## config.mk

```make
export PLATFORM = sky130hd
export DESIGN_NAME = pci_config_access_translator_core
export DESIGN_NICKNAME = d
export VERILOG_FILES = /design/src/design/pcat_pkg.sv /design/src/design/pcat_lookup.sv /design/src/design/pcat_resolve.sv /design/src/design/pcat_output.sv /design/src/design/pci_config_access_translator_core.sv
export SDC_FILE = /design/constraint.sdc
export NUM_CORES = 1
export LEC_CHECK = 0
export BUFFER_PORTS_ARGS = -buffer_cell sky130_fd_sc_hd__buf_2
export CORE_MARGIN = 4
export CORE_UTILIZATION = 49
export CTS_BUF_LIST = sky130_fd_sc_hd__clkbuf_8
export CTS_CLUSTER_SIZE = 25
export DETAILED_ROUTE_END_ITERATION = 12
export PLACE_DENSITY_LB_ADDON = 0.05
export SKIP_CTS_REPAIR_TIMING = 1
export SKIP_LAST_GASP = 1
export SLEW_MARGIN = 20
export SYNTH_ARGS = -nofsm -noshare
export SYNTH_HDL_FRONTEND = slang
export SYNTH_HIERARCHICAL = 1
export SYNTH_SLANG_ARGS = --single-unit
```

## constraint.sdc

```tcl
create_clock -name clk -period 24.4 [get_ports clk]
set_input_delay 2.44 -clock clk [delete_from_list [all_inputs] [get_ports clk]]
set_output_delay 2.44 -clock clk [all_outputs]
set_load 0.01 [all_outputs]
```

## src/design/pcat_pkg.sv

```systemverilog
// shared types and constants for the pci configuration access translator
// no dependencies; imported by every module of the block
`default_nettype none

package pcat_pkg;

  localparam int SEGMENT_ENTRIES = 8;
  localparam int SEG_IDX_W = (SEGMENT_ENTRIES > 1) ? $clog2(SEGMENT_ENTRIES) : 1;
  localparam int SEG_CNT_W = $clog2(SEGMENT_ENTRIES + 1);

  localparam logic [12:0] LEGACY_SPACE = 13'd256;
  localparam logic [12:0] EXT_SPACE    = 13'd4096;
  localparam logic [63:0] NARROW_LIMIT = 64'h0000_0000_FFFF_EFFF;

  // configuration register indexes
  localparam logic CFG_SEG_COUNT = 1'b0;
  localparam logic CFG_NARROW    = 1'b1;

  typedef enum logic {
    CMD_LOAD  = 1'b0,
    CMD_XLATE = 1'b1
  } cmd_t;

  typedef enum logic [2:0] {
    ST_OK         = 3'd0,
    ST_BAD_ACCESS = 3'd1,
    ST_NO_SEGMENT = 3'd2,
    ST_BUS_RANGE  = 3'd3,
    ST_TOO_BIG    = 3'd4
  } status_t;

  // item as accepted on the input channel
  typedef struct packed {
    logic        command;
    logic [2:0]  entry_index;
    logic [63:0] entry_base;
    logic [15:0] entry_segment;
    logic [7:0]  entry_start_bus;
    logic [7:0]  entry_end_bus;
    logic [15:0] access_segment;
    logic [7:0]  access_bus;
    logic [4:0]  access_device;
    logic [2:0]  access_function;
    logic [11:0] access_offset;
    logic [1:0]  access_size;
  } req_t;

  // after segment lookup
  typedef struct packed {
    logic        is_load;
    logic        legacy;
    logic        seg_err;
    logic [63:0] base;
    logic [7:0]  first_bus;
    logic [7:0]  last_bus;
    logic [7:0]  bus;
    logic [4:0]  dev;
    logic [2:0]  fn;
    logic [11:0] off;
    logic [1:0]  size;
  } look_t;

  // after range and access checks
  typedef struct packed {
    logic        is_load;
    logic        legacy;
    logic        seg_err;
    logic        bus_err;
    logic        acc_bad;
    logic [63:0] addr_base;
    logic [11:0] off;
  } chk_t;

  // result item
  typedef struct packed {
    status_t     status;
    logic [63:0] address;
    logic [1:0]  byte_lane;
    logic        uses_extended;
  } res_t;

endpackage

`default_nettype wire

```

## src/design/pcat_lookup.sv

```systemverilog
// stage two: segment table storage, load writes and first-match lookup
// depends on pcat_pkg
`default_nettype none

module pcat_lookup
  import pcat_pkg::*;
(
  input  wire logic       clk,
  input  wire logic       rst_n,
  input  wire logic [3:0] seg_count_i,
  input  wire logic       in_valid,
  output logic            in_ready,
  input  wire req_t       in_item,
  output logic            out_valid,
  input  wire logic       out_ready,
  output look_t           out_item
);

  logic [63:0] base_r   [SEGMENT_ENTRIES];
  logic [15:0] number_r [SEGMENT_ENTRIES];
  logic [7:0]  first_r  [SEGMENT_ENTRIES];
  logic [7:0]  last_r   [SEGMENT_ENTRIES];

  logic                       valid_r;
  look_t                      item_r;
  look_t                      look_nxt;
  logic [SEG_CNT_W-1:0]       count;
  logic [SEGMENT_ENTRIES-1:0] match;
  logic [SEG_IDX_W-1:0]       hit_idx;
  logic                       found;
  logic                       is_load;
  logic                       wr_en;
  logic [SEG_IDX_W-1:0]       wr_idx;

  assign in_ready  = !valid_r || out_ready;
  assign out_valid = valid_r;
  assign out_item  = item_r;

  assign is_load = (in_item.command == CMD_LOAD);
  assign wr_idx  = SEG_IDX_W'(in_item.entry_index);
  assign wr_en   = in_valid && in_ready && is_load &&
                   (int'(in_item.entry_index) < SEGMENT_ENTRIES);

  always_comb begin
    if (int'(seg_count_i) > SEGMENT_ENTRIES) begin
      count = SEG_CNT_W'(SEGMENT_ENTRIES);
    end else begin
      count = SEG_CNT_W'(seg_count_i);
    end
    for (int i = 0; i < SEGMENT_ENTRIES; i++) begin
      match[i] = (i < int'(count)) && (number_r[i] == in_item.access_segment);
    end
    // lowest matching slot wins
    found   = 1'b0;
    hit_idx = '0;
    for (int i = SEGMENT_ENTRIES - 1; i >= 0; i--) begin
      if (match[i]) begin
        found   = 1'b1;
        hit_idx = SEG_IDX_W'(i);
      end
    end
  end

  always_comb begin
    look_nxt.is_load   = is_load;
    look_nxt.legacy    = (count == '0);
    look_nxt.seg_err   = (count == '0) ? (in_item.access_segment != 16'd0) : !found;
    look_nxt.base      = base_r[hit_idx];
    look_nxt.first_bus = first_r[hit_idx];
    look_nxt.last_bus  = last_r[hit_idx];
    look_nxt.bus       = in_item.access_bus;
    look_nxt.dev       = in_item.access_device;
    look_nxt.fn        = in_item.access_function;
    look_nxt.off       = in_item.access_offset;
    look_nxt.size      = in_item.access_size;
  end

  // table is written as the load item enters this stage, so later items see it and earlier ones do not
  always_ff @(posedge clk) begin
    if (wr_en) begin
      base_r[wr_idx]   <= in_item.entry_base;
      number_r[wr_idx] <= in_item.entry_segment;
      first_r[wr_idx]  <= in_item.entry_start_bus;
      last_r[wr_idx]   <= in_item.entry_end_bus;
    end
  end

  always_ff @(posedge clk) begin
    if (!rst_n) begin
      valid_r <= 1'b0;
    end else if (in_ready) begin
      valid_r <= in_valid;
    end
    if (in_ready && in_valid) begin
      item_r <= look_nxt;
    end
  end

endmodule

`default_nettype wire

```

## src/design/pcat_resolve.sv

```systemverilog
// stage three: bus range check, access width checks, base address sum
// depends on pcat_pkg
`default_nettype none

module pcat_resolve
  import pcat_pkg::*;
(
  input  wire logic  clk,
  input  wire logic  rst_n,
  input  wire logic  in_valid,
  output logic       in_ready,
  input  wire look_t in_item,
  output logic       out_valid,
  input  wire logic  out_ready,
  output chk_t       out_item
);

  logic        valid_r;
  chk_t        item_r;
  chk_t        chk_nxt;
  logic        bus_err;
  logic [7:0]  bus_rel;
  logic [63:0] ext_base;
  logic [63:0] legacy_word;

  function automatic logic access_bad(input logic [11:0] off, input logic [1:0] size,
                                      input logic [12:0] space);
    logic [12:0] len;
    logic        bad;
    case (size)
      2'd0:    len = 13'd1;
      2'd1:    len = 13'd2;
      2'd2:    len = 13'd4;
      default: len = 13'd0;
    endcase
    bad = (size == 2'd3) ||
          ((size == 2'd1) && off[0]) ||
          ((size == 2'd2) && (off[1:0] != 2'b00)) ||
          (({1'b0, off} + len) > space);
    return bad;
  endfunction

  assign in_ready  = !valid_r || out_ready;
  assign out_valid = valid_r;
  assign out_item  = item_r;

  assign bus_err  = (in_item.bus < in_item.first_bus) || (in_item.bus > in_item.last_bus);
  assign bus_rel  = in_item.bus - in_item.first_bus;
  // bus at 1 MiB, device at 32 KiB, function at 4 KiB
  assign ext_base = in_item.base +
                    {36'd0, bus_rel, in_item.dev, in_item.fn, 12'd0};
  assign legacy_word = {32'd0, 1'b1, 7'd0, in_item.bus, in_item.dev, in_item.fn,
                        in_item.off[7:2], 2'b00};

  always_comb begin
    chk_nxt.is_load   = in_item.is_load;
    chk_nxt.legacy    = in_item.legacy;
    chk_nxt.seg_err   = in_item.seg_err;
    chk_nxt.bus_err   = !in_item.legacy && bus_err;
    chk_nxt.acc_bad   = access_bad(in_item.off, in_item.size,
                                   in_item.legacy ? LEGACY_SPACE : EXT_SPACE);
    chk_nxt.addr_base = in_item.legacy ? legacy_word : ext_base;
    chk_nxt.off       = in_item.off;
  end

  always_ff @(posedge clk) begin
    if (!rst_n) begin
      valid_r <= 1'b0;
    end else if (in_ready) begin
      valid_r <= in_valid;
    end
    if (in_ready && in_valid) begin
      item_r <= chk_nxt;
    end
  end

endmodule

`default_nettype wire

```

## src/design/pcat_output.sv

```systemverilog
// last stage: address size check, offset add, status priority, result register
// depends on pcat_pkg
`default_nettype none

module pcat_output
  import pcat_pkg::*;
(
  input  wire logic clk,
  input  wire logic rst_n,
  input  wire logic narrow_i,
  input  wire logic in_valid,
  output logic      in_ready,
  input  wire chk_t in_item,
  output logic      out_valid,
  input  wire logic out_ready,
  output res_t      out_item
);

  logic        valid_r;
  res_t        item_r;
  res_t        res_nxt;
  logic        too_big;
  logic [63:0] ext_addr;

  assign in_ready  = !valid_r || out_ready;
  assign out_valid = valid_r;
  assign out_item  = item_r;

  assign too_big  = narrow_i && (in_item.addr_base > NARROW_LIMIT);
  assign ext_addr = in_item.addr_base + {52'd0, in_item.off};

  // error order: segment, bus, address size, access
  always_comb begin
    res_nxt.status        = ST_OK;
    res_nxt.address       = 64'd0;
    res_nxt.byte_lane     = 2'd0;
    res_nxt.uses_extended = 1'b0;
    if (!in_item.is_load) begin
      if (in_item.seg_err) begin
        res_nxt.status = ST_NO_SEGMENT;
      end else if (in_item.bus_err) begin
        res_nxt.status = ST_BUS_RANGE;
      end else if (!in_item.legacy && too_big) begin
        res_nxt.status = ST_TOO_BIG;
      end else if (in_item.acc_bad) begin
        res_nxt.status = ST_BAD_ACCESS;
      end else if (in_item.legacy) begin
        res_nxt.address   = in_item.addr_base;
        res_nxt.byte_lane = in_item.off[1:0];
      end else begin
        res_nxt.address       = ext_addr;
        res_nxt.uses_extended = 1'b1;
      end
    end
  end

  always_ff @(posedge clk) begin
    if (!rst_n) begin
      valid_r <= 1'b0;
    end else if (in_ready) begin
      valid_r <= in_valid;
    end
    if (in_ready && in_valid) begin
      item_r <= res_nxt;
    end
  end

  a_err_zero: assert property (@(posedge clk) disable iff (!rst_n)
    (valid_r && (item_r.status != ST_OK)) |->
      ((item_r.address == 64'd0) && (item_r.byte_lane == 2'd0) && !item_r.uses_extended))
    else $error("error result carries a nonzero address");

  a_ext_lane: assert property (@(posedge clk) disable iff (!rst_n)
    (valid_r && item_r.uses_extended) |->
      ((item_r.byte_lane == 2'd0) && (item_r.status == ST_OK)))
    else $error("extended result with a byte lane or an error");

  a_load_res: assert property (@(posedge clk) disable iff (!rst_n)
    (in_valid && in_ready && in_item.is_load) |=>
      (valid_r && (item_r.status == ST_OK) && (item_r.address == 64'd0)))
    else $error("load item gave a nonzero result");

endmodule

`default_nettype wire

```

## src/design/pci_config_access_translator_core.sv

```systemverilog
// pci configuration access translator: ecam and legacy port address forming
// depends on pcat_pkg, pcat_lookup, pcat_resolve, pcat_output
//
// usage
//   the in_ channel takes one item per cycle: command 0 loads a segment table
//   slot from the entry_ fields, command 1 translates the access_ fields.
//   every item yields one result on the out_ channel in order; a load gives
//   status ok and zero fields. cfg_ writes set the segment count (index 0)
//   and the narrow address space flag (index 1); cfg_ready is always high.
//   the user must make writes only while no item is in flight (unenforced).
// stages and throughput
//   four register stages (input, lookup, checks and base sum, final add and
//   status); the input stage loads at the accepting edge, and a result moves
//   on through the lookup, checks and final registers to out_valid. one item
//   per cycle is sustained while out_ready stays high. the 64-bit adds and the
//   eight-way segment compare set the stage depth.
// reset and stalls
//   reset empties the pipeline and clears both config registers; the segment
//   table holds nothing meaningful until slots are loaded. when out_ready is
//   low the stages fill up behind the output register and in_ready drops only
//   once every stage holds an item; nothing is lost or repeated.
`default_nettype none

module pci_config_access_translator_core
  import pcat_pkg::*;
(
  input  wire logic        clk,
  input  wire logic        rst_n,

  input  wire logic        cfg_valid,
  output logic             cfg_ready,
  input  wire logic        cfg_index,
  input  wire logic [3:0]  cfg_data,

  input  wire logic        in_valid,
  output logic             in_ready,
  input  wire logic        in_command,
  input  wire logic [2:0]  in_entry_index,
  input  wire logic [63:0] in_entry_base,
  input  wire logic [15:0] in_entry_segment,
  input  wire logic [7:0]  in_entry_start_bus,
  input  wire logic [7:0]  in_entry_end_bus,
  input  wire logic [15:0] in_access_segment,
  input  wire logic [7:0]  in_access_bus,
  input  wire logic [4:0]  in_access_device,
  input  wire logic [2:0]  in_access_function,
  input  wire logic [11:0] in_access_offset,
  input  wire logic [1:0]  in_access_size,

  output logic             out_valid,
  input  wire logic        out_ready,
  output logic [2:0]       out_status,
  output logic [63:0]      out_address,
  output logic [1:0]       out_byte_lane,
  output logic             out_uses_extended
);

  logic [3:0] seg_count_r;
  logic       narrow_r;

  logic  s1_valid_r;
  req_t  s1_item_r;
  req_t  req_nxt;
  logic  lk_in_ready;
  logic  lk_valid;
  look_t lk_item;
  logic  rs_in_ready;
  logic  rs_valid;
  chk_t  rs_item;
  logic  op_in_ready;
  res_t  op_item;

  assign cfg_ready = 1'b1;

  always_ff @(posedge clk) begin
    if (!rst_n) begin
      seg_count_r <= 4'd0;
      narrow_r    <= 1'b0;
    end else if (cfg_valid && cfg_ready) begin
      case (cfg_index)
        CFG_SEG_COUNT: seg_count_r <= cfg_data;
        CFG_NARROW:    narrow_r    <= cfg_data[0];
        default:       ;
      endcase
    end
  end

  always_comb begin
    req_nxt.command         = in_command;
    req_nxt.entry_index     = in_entry_index;
    req_nxt.entry_base      = in_entry_base;
    req_nxt.entry_segment   = in_entry_segment;
    req_nxt.entry_start_bus = in_entry_start_bus;
    req_nxt.entry_end_bus   = in_entry_end_bus;
    req_nxt.access_segment  = in_access_segment;
    req_nxt.access_bus      = in_access_bus;
    req_nxt.access_device   = in_access_device;
    req_nxt.access_function = in_access_function;
    req_nxt.access_offset   = in_access_offset;
    req_nxt.access_size     = in_access_size;
  end

  assign in_ready = !s1_valid_r || lk_in_ready;

  always_ff @(posedge clk) begin
    if (!rst_n) begin
      s1_valid_r <= 1'b0;
    end else if (in_ready) begin
      s1_valid_r <= in_valid;
    end
    if (in_ready && in_valid) begin
      s1_item_r <= req_nxt;
    end
  end

  pcat_lookup u_lookup (
    .clk         (clk),
    .rst_n       (rst_n),
    .seg_count_i (seg_count_r),
    .in_valid    (s1_valid_r),
    .in_ready    (lk_in_ready),
    .in_item     (s1_item_r),
    .out_valid   (lk_valid),
    .out_ready   (rs_in_ready),
    .out_item    (lk_item)
  );

  pcat_resolve u_resolve (
    .clk       (clk),
    .rst_n     (rst_n),
    .in_valid  (lk_valid),
    .in_ready  (rs_in_ready),
    .in_item   (lk_item),
    .out_valid (rs_valid),
    .out_ready (op_in_ready),
    .out_item  (rs_item)
  );

  pcat_output u_output (
    .clk       (clk),
    .rst_n     (rst_n),
    .narrow_i  (narrow_r),
    .in_valid  (rs_valid),
    .in_ready  (op_in_ready),
    .in_item   (rs_item),
    .out_valid (out_valid),
    .out_ready (out_ready),
    .out_item  (op_item)
  );

  assign out_status        = op_item.status;
  assign out_address       = op_item.address;
  assign out_byte_lane     = op_item.byte_lane;
  assign out_uses_extended = op_item.uses_extended;

  a_in_lands: assert property (@(posedge clk) disable iff (!rst_n)
    (in_valid && in_ready) |=> s1_valid_r)
    else $error("accepted item missing from the input stage");

  a_stall_hold: assert property (@(posedge clk) disable iff (!rst_n)
    (s1_valid_r && !lk_in_ready) |=> (s1_valid_r && $stable(s1_item_r)))
    else $error("input stage changed while stalled");

  a_full_stall: assert property (@(posedge clk) disable iff (!rst_n)
    (!in_ready) |-> (s1_valid_r && lk_valid && rs_valid && out_valid && !out_ready))
    else $error("input stalled with a free stage");

endmodule

`default_nettype wire
```

# Yosys cells after proc, flatten, opt, wreduce, memory -nomap -nowiden
# Memories as Yosys holds them, arrays and structs flattened. A register that Yosys moved wholly into a read port is not among the register bits.
# Index checks and enable logic that the tools add are counted.
# Widths: inputs -> output; s select.
# totals
reg_bits	339
latchBits	0
ramBits	768
romBits	0
output_inout_bits	73
mem_count	4
# mem_list
memory	words	word_bits	rd	rd_ports_with_merged_regs	wr	line_no	source
u_lookup.base_r	8	64	1	1	1	pcat_lookup.sv:19	logic [63:0] base_r [SEGMENT_ENTRIES];
u_lookup.number_r	8	16	8	0	1	pcat_lookup.sv:20	logic [15:0] number_r [SEGMENT_ENTRIES];
u_lookup.first_r	8	8	1	1	1	pcat_lookup.sv:21	logic [7:0] first_r [SEGMENT_ENTRIES];
u_lookup.last_r	8	8	1	1	1	pcat_lookup.sv:22	logic [7:0] last_r [SEGMENT_ENTRIES];
# op_classes
addsub	4
n_mul	0
div	0
order_cmp	13
eq_ne	11
shift	0
n_mux	29
n_bitwise	3
n_reduce_logical	43
# ops
op	n
$eq 16x16->1	8
$add 64x12->64	1
$add 64x28->64	1
$gt 64x32->1 const B	1
$mux 64	1
$mux 3	9
$mux 24	1
$logic_and 1x1->1	18
$lt 3x4->1 const A	4
$reduce_bool 16->1	1
$add 12x3->13	1
$gt 13x13->1	1
$mux 1	13
$mux 13	1
$pmux 3 s3	1
$gt 8x8->1	1
$logic_or 1x1->1	8
$lt 1x4->1 const A	2
$lt 2x4->1 const A	2
$lt 8x8->1	1
$sub 8x8->8	1
$logic_not 1->1	7
$reduce_or 6->1	1
$reduce_or 5->1	1
other kinds (12)	17

# Longest topological paths before layout
# depth
word_depth	14
mapped_depth	18
mapped_depth_nobuf	16

# Cells and area by module
# Netlist, hierarchy kept.
# by_module_without_submodules
mod	n_inst	cells_per_inst	area_each_um2	seq_area_each_um2
pcat_lookup	1	2205	35447.7	26475.4
pcat_resolve	1	562	5610.4	2452.4
pcat_output	1	497	4799.6	2122.0
pci_config_access_translator_core	1	176	4657.0	4504.3

# Least setup slack after synthesis
# No wires, ideal clock.
# synth_timing
path_type	in2reg
start	input port out_ready
end	memory u_lookup.base_r[1][0] (enable)
arrival_ns	12.095
setup_slack_ns	11.637
stages	7
path_buffers	0
path_cell_list	nand2b_1 > nand2b_1 > nand2b_1 > nand2_1 > inv_1 > nand3_1 > nor3_1
# synth_via
elab_chain_cells	7
# synth_lines
item	line_no	source
start: declaration	pci_config_access_translator_core.sv:51	input wire logic out_ready,
$logic_or 1x1->1	pcat_output.sv:25	assign in_ready = !valid_r || out_ready;
$logic_or 1x1->1	pcat_resolve.sv:43	assign in_ready = !valid_r || out_ready;
via rs_in_ready	pci_config_access_translator_core.sv:67	logic rs_in_ready;
$logic_or 1x1->1	pcat_lookup.sv:35	assign in_ready = !valid_r || out_ready;
via lk_in_ready	pci_config_access_translator_core.sv:64	logic lk_in_ready;
$logic_and 1x1->1 (2 in a row)	pcat_lookup.sv:41	assign wr_en = in_valid && in_ready && is_load &&
$mux 1	pcat_lookup.sv:80	if (wr_en) begin
$mux 1 (not written as such)	pcat_lookup.sv:81	base_r[wr_idx] <= in_item.entry_base;
end: declaration	pcat_lookup.sv:19	
# The timed path passes the listed nets, and every way through them passes these cells.

# Final worst setup path
# layout_timing
start	input port out_ready
end	output port in_ready
# layout_via
elab_chain_cells	4
# layout_lines
item	line_no	source
$logic_or 1x1->1	pcat_output.sv:25	
via op_in_ready	pci_config_access_translator_core.sv:70	logic op_in_ready;
$logic_or 1x1->1	pcat_resolve.sv:43	
via rs_in_ready	pci_config_access_translator_core.sv:67	
$logic_or 1x1->1	pcat_lookup.sv:35	
via lk_in_ready	pci_config_access_translator_core.sv:64	
$logic_or 1x1->1	pci_config_access_translator_core.sv:103	assign in_ready = !s1_valid_r || lk_in_ready;
end: declaration	pci_config_access_translator_core.sv:36	output logic in_ready,
# The timed path passes the listed nets, and every way through them passes these cells.

==> run_results.csv <==
group,metric,value,unit
sta,fin_crit_sh,23.9,%
logic_synthesis,ys_ff_latch,1187,
clock_tree,cts_made_buffers,195,
clock_tree,clk_path_buf_depth,3,
logic_synthesis,netlist_instances,3440,
die,rows,117,
clock_tree,cts-root-buf,"clkbuf_8",
sta,tightest_slew,1.15,ns
place,gp_congestion,0.891,
detailed_routing,via_count,30600,
worst_setup_path,crit_fanout,3,
logic_synthesis,ys_types,99,
logic_synthesis,synthesis.nets,3651,
clock_tree,clock_sinks,1187,
worst_setup_path,crit_family,"simple AND/OR/NAND/NOR gates",
final_layout,area_growth,11.8,%
place,dp_cells,4880,
logic_synthesis,synth_edf_count,1178,
hold_path,hp-class,"reg -> reg",
worst_setup_path,worst_setup_path_start_kind,"input pin",
worst_setup_path,crit_top_cell,"nand2b_1",
sta,fmax,172,MHz
sta,hold_viol,0,
logic_synthesis,syn-cell-area,0.0505,mm2
worst_setup_path,cpMaxStageDelayCell,"nand2b_1",
global_route,grt_first_pass_wirelength,195000,um
detailed_routing,wl,131000,um
logic_synthesis,synth_top_cell_area_share,70.0,%
final_layout,layout-drive-gt1-share,16.2,%
detailed_routing,drc,0,
global_route,overflow,0,
sta,setup_viol,0,
pwr,p_leak,19.2,nW
logic_synthesis,synthArstFlopShare,0,%
place,portBuffers,227,
clock_tree,clkSlewWorstSetupHoldPaths,0.06,ns
pwr,power,4.06,mW
pwr,ir_worst_vdd,0.0453,mV
clock_tree,htree_num_levels,4,
global_route,antenna_found_initial,7,
detailed_routing,drtIter0Drc,2088,
die,dieWidth,329,um
global_route,grt_usage,24.0,%
sta,rsz0062_at_grt,"false",
worst_setup_path,critPathBufInv,2,
final_layout,final_cell_mix,"edfxtp_1, buf_2, a211oi_1",
final_layout,nets,3922,
sta,clock_skew,0.0378,ns
die,fp.coreArea,0.102,mm2
logic_synthesis,synth_area_leader_cell,"edfxtp_1",
clock_tree,cts_tree,"done",
die,start_util,49.5,%
logic_synthesis,synthTopCellsByArea,"edfxtp_1, a211oi_1, mux2i_1, xor2_1, a21oi_1",
final_layout,finalNonFillerCells,5236,
detailed_routing,wl_per_cell,25.1,um
detailed_routing,vias_per_cell,5.84,
die,io-pin-count,229,
place,hpwlAfterDp,79700,um
sta,slew_headroom,23.2,%
worst_setup_path,crit_type,"in -> out",
run_status,status,"complete, no violations",
global_route,grt_pass1_vias,30800,
logic_synthesis,seq_area_frac_synth,70.4,%
logic_synthesis,avgSynthCellArea,14.7,um2
clock_tree,clk_latency,0.85,ns
logic_synthesis,synth_ff_type,"edfxtp_1",
global_route,grt_max_degree,164,
sta,min_period,5.83,ns
final_layout,fillers,8339,
worst_setup_path,critPathCaptureType,"output port",
sta,final-max-slew-violation-count,0,
die,die_h,329,um
worst_setup_path,required,21.96,ns
run,drv_cap,0,
worst_setup_path,max_stage_delay,0.19,ns
logic_synthesis,ys_warn_count,6,
final_layout,utilization,55.4,%
worst_setup_path,path_cells,"buf_2 -> nand2b_1 -> nand2b_1 -> nand2b_1 -> nand2b_1 -> buf_2",
worst_setup_path,arrival,3.39,ns
detailed_routing,drt.antenna.violating_nets,0,
sta,setup_tns,0,ns
die,die_area,0.108,mm2
detailed_routing,drt-pass1-iter-count,6,
pwr,power.density,71.9,mW/mm2
final_layout,final_common_cell,"edfxtp_1",
[cell type report]
type	instances	area, um2	area share (%)
Timing Repair Buffer	273	1520	2.69
Sequential cell	1187	35600	62.9
Antenna cell	2	5.00	0.00886
Multi-Input combinational cell	1923	13600	24.2
Tap cell	1368	1710	3.03
Clock buffer	201	2770	4.90
Clock inverter	151	791	1.40
Inverter	131	494	0.875
[worst register-to-register path, cell delays in order (launching register included)]
cell	delay, ns
edfxtp_1	0.79
xor2_1	0.23
nor4_1	0.34
nand3_1	0.11
nor4b_1	0.46
a311o_2	0.23
buf_12	0.57
and2_2	1.21
buf_4	0.69
a211oi_1	0.26
a21o_1	0.19
a21boi_1	0.41
[report_power, final]
part	internal (mW)	switching, mW
logic	0.0503	0.0896
clock network	0.824	0.764
registers	2.28	0.0481
[cell usage after synthesis, drive strengths merged (66+ instances only)]
| cell type | count |
|---|---|
| edfxtp | 1178 |
| a211oi | 248 |
| nand2 | 190 |
| a21oi | 173 |
| a21boi | 167 |
| inv | 130 |
| clkbuf | 119 |
| nor2 | 104 |
| xor2 | 98 |
| a21o | 96 |
| mux2i | 89 |
| a31oi | 83 |
| xnor2 | 81 |
| buf | 80 |
| nand4 | 66 |
[final timing paths]
kind | startpoint | end | slack [ns] | depth (start not counted)
min | u_lookup/out_item[110] | u_resolve/out_item[78] | 0.40 | 0
max reg2reg | s1_item_r[37] | u_lookup/out_item[97] | 18.63 | 11
max | out_ready | in_ready | 18.57 | 6
min reg2reg | u_lookup/out_item[110] | u_resolve/out_item[78] | 0.40 | 0
[sequential cells by signal (all words and copies together) (netlist names), 4 cells and up]
register	cells
u_lookup/last_r	64
u_lookup/number_r	128
u_output/out_item	70
u_lookup/base_r	512
u_resolve/out_item	81
u_lookup/out_item	113
seg_count_r	4
s1_item_r	146
u_lookup/first_r	64
[cells by family after synthesis]
family	share of synthesized area, %
AOI/OAI and AO/OA	13.0
xor gates and xnor gates	3.10
adders and majority gates	1.42
muxes	2.23
other	0.00742
DFF	70.4
buffers and inverters	2.91
and+or+nand+nor	6.95
[per-layer routing]
layer  track usage [%]  wire length, um  share of wire, %
met1              32.7            57000                43
met2              40.3            64400                49
met3              3.59             6800               5.2
met4              7.40             3070               2.3
met5                 0                0                 0
[stage by stage]
| step | setup WS [ns] | cell area (um2) | hold slack, ns |
|---|---|---|---|
| finish | 18.57 | 56500 | 0.404 |
| global route | 18.37 | 56500 | 0.415 |
| CTS | 18.56 | 56500 | 0.410 |
| detailed placement | 18.31 | 52900 | 0.405 |
| global placement | 18.37 | 52900 | 0.404 |
| floorplan | 11.64 | 50500 | 0.400 |
Note: power is estimated with default switching activity, not from simulation.
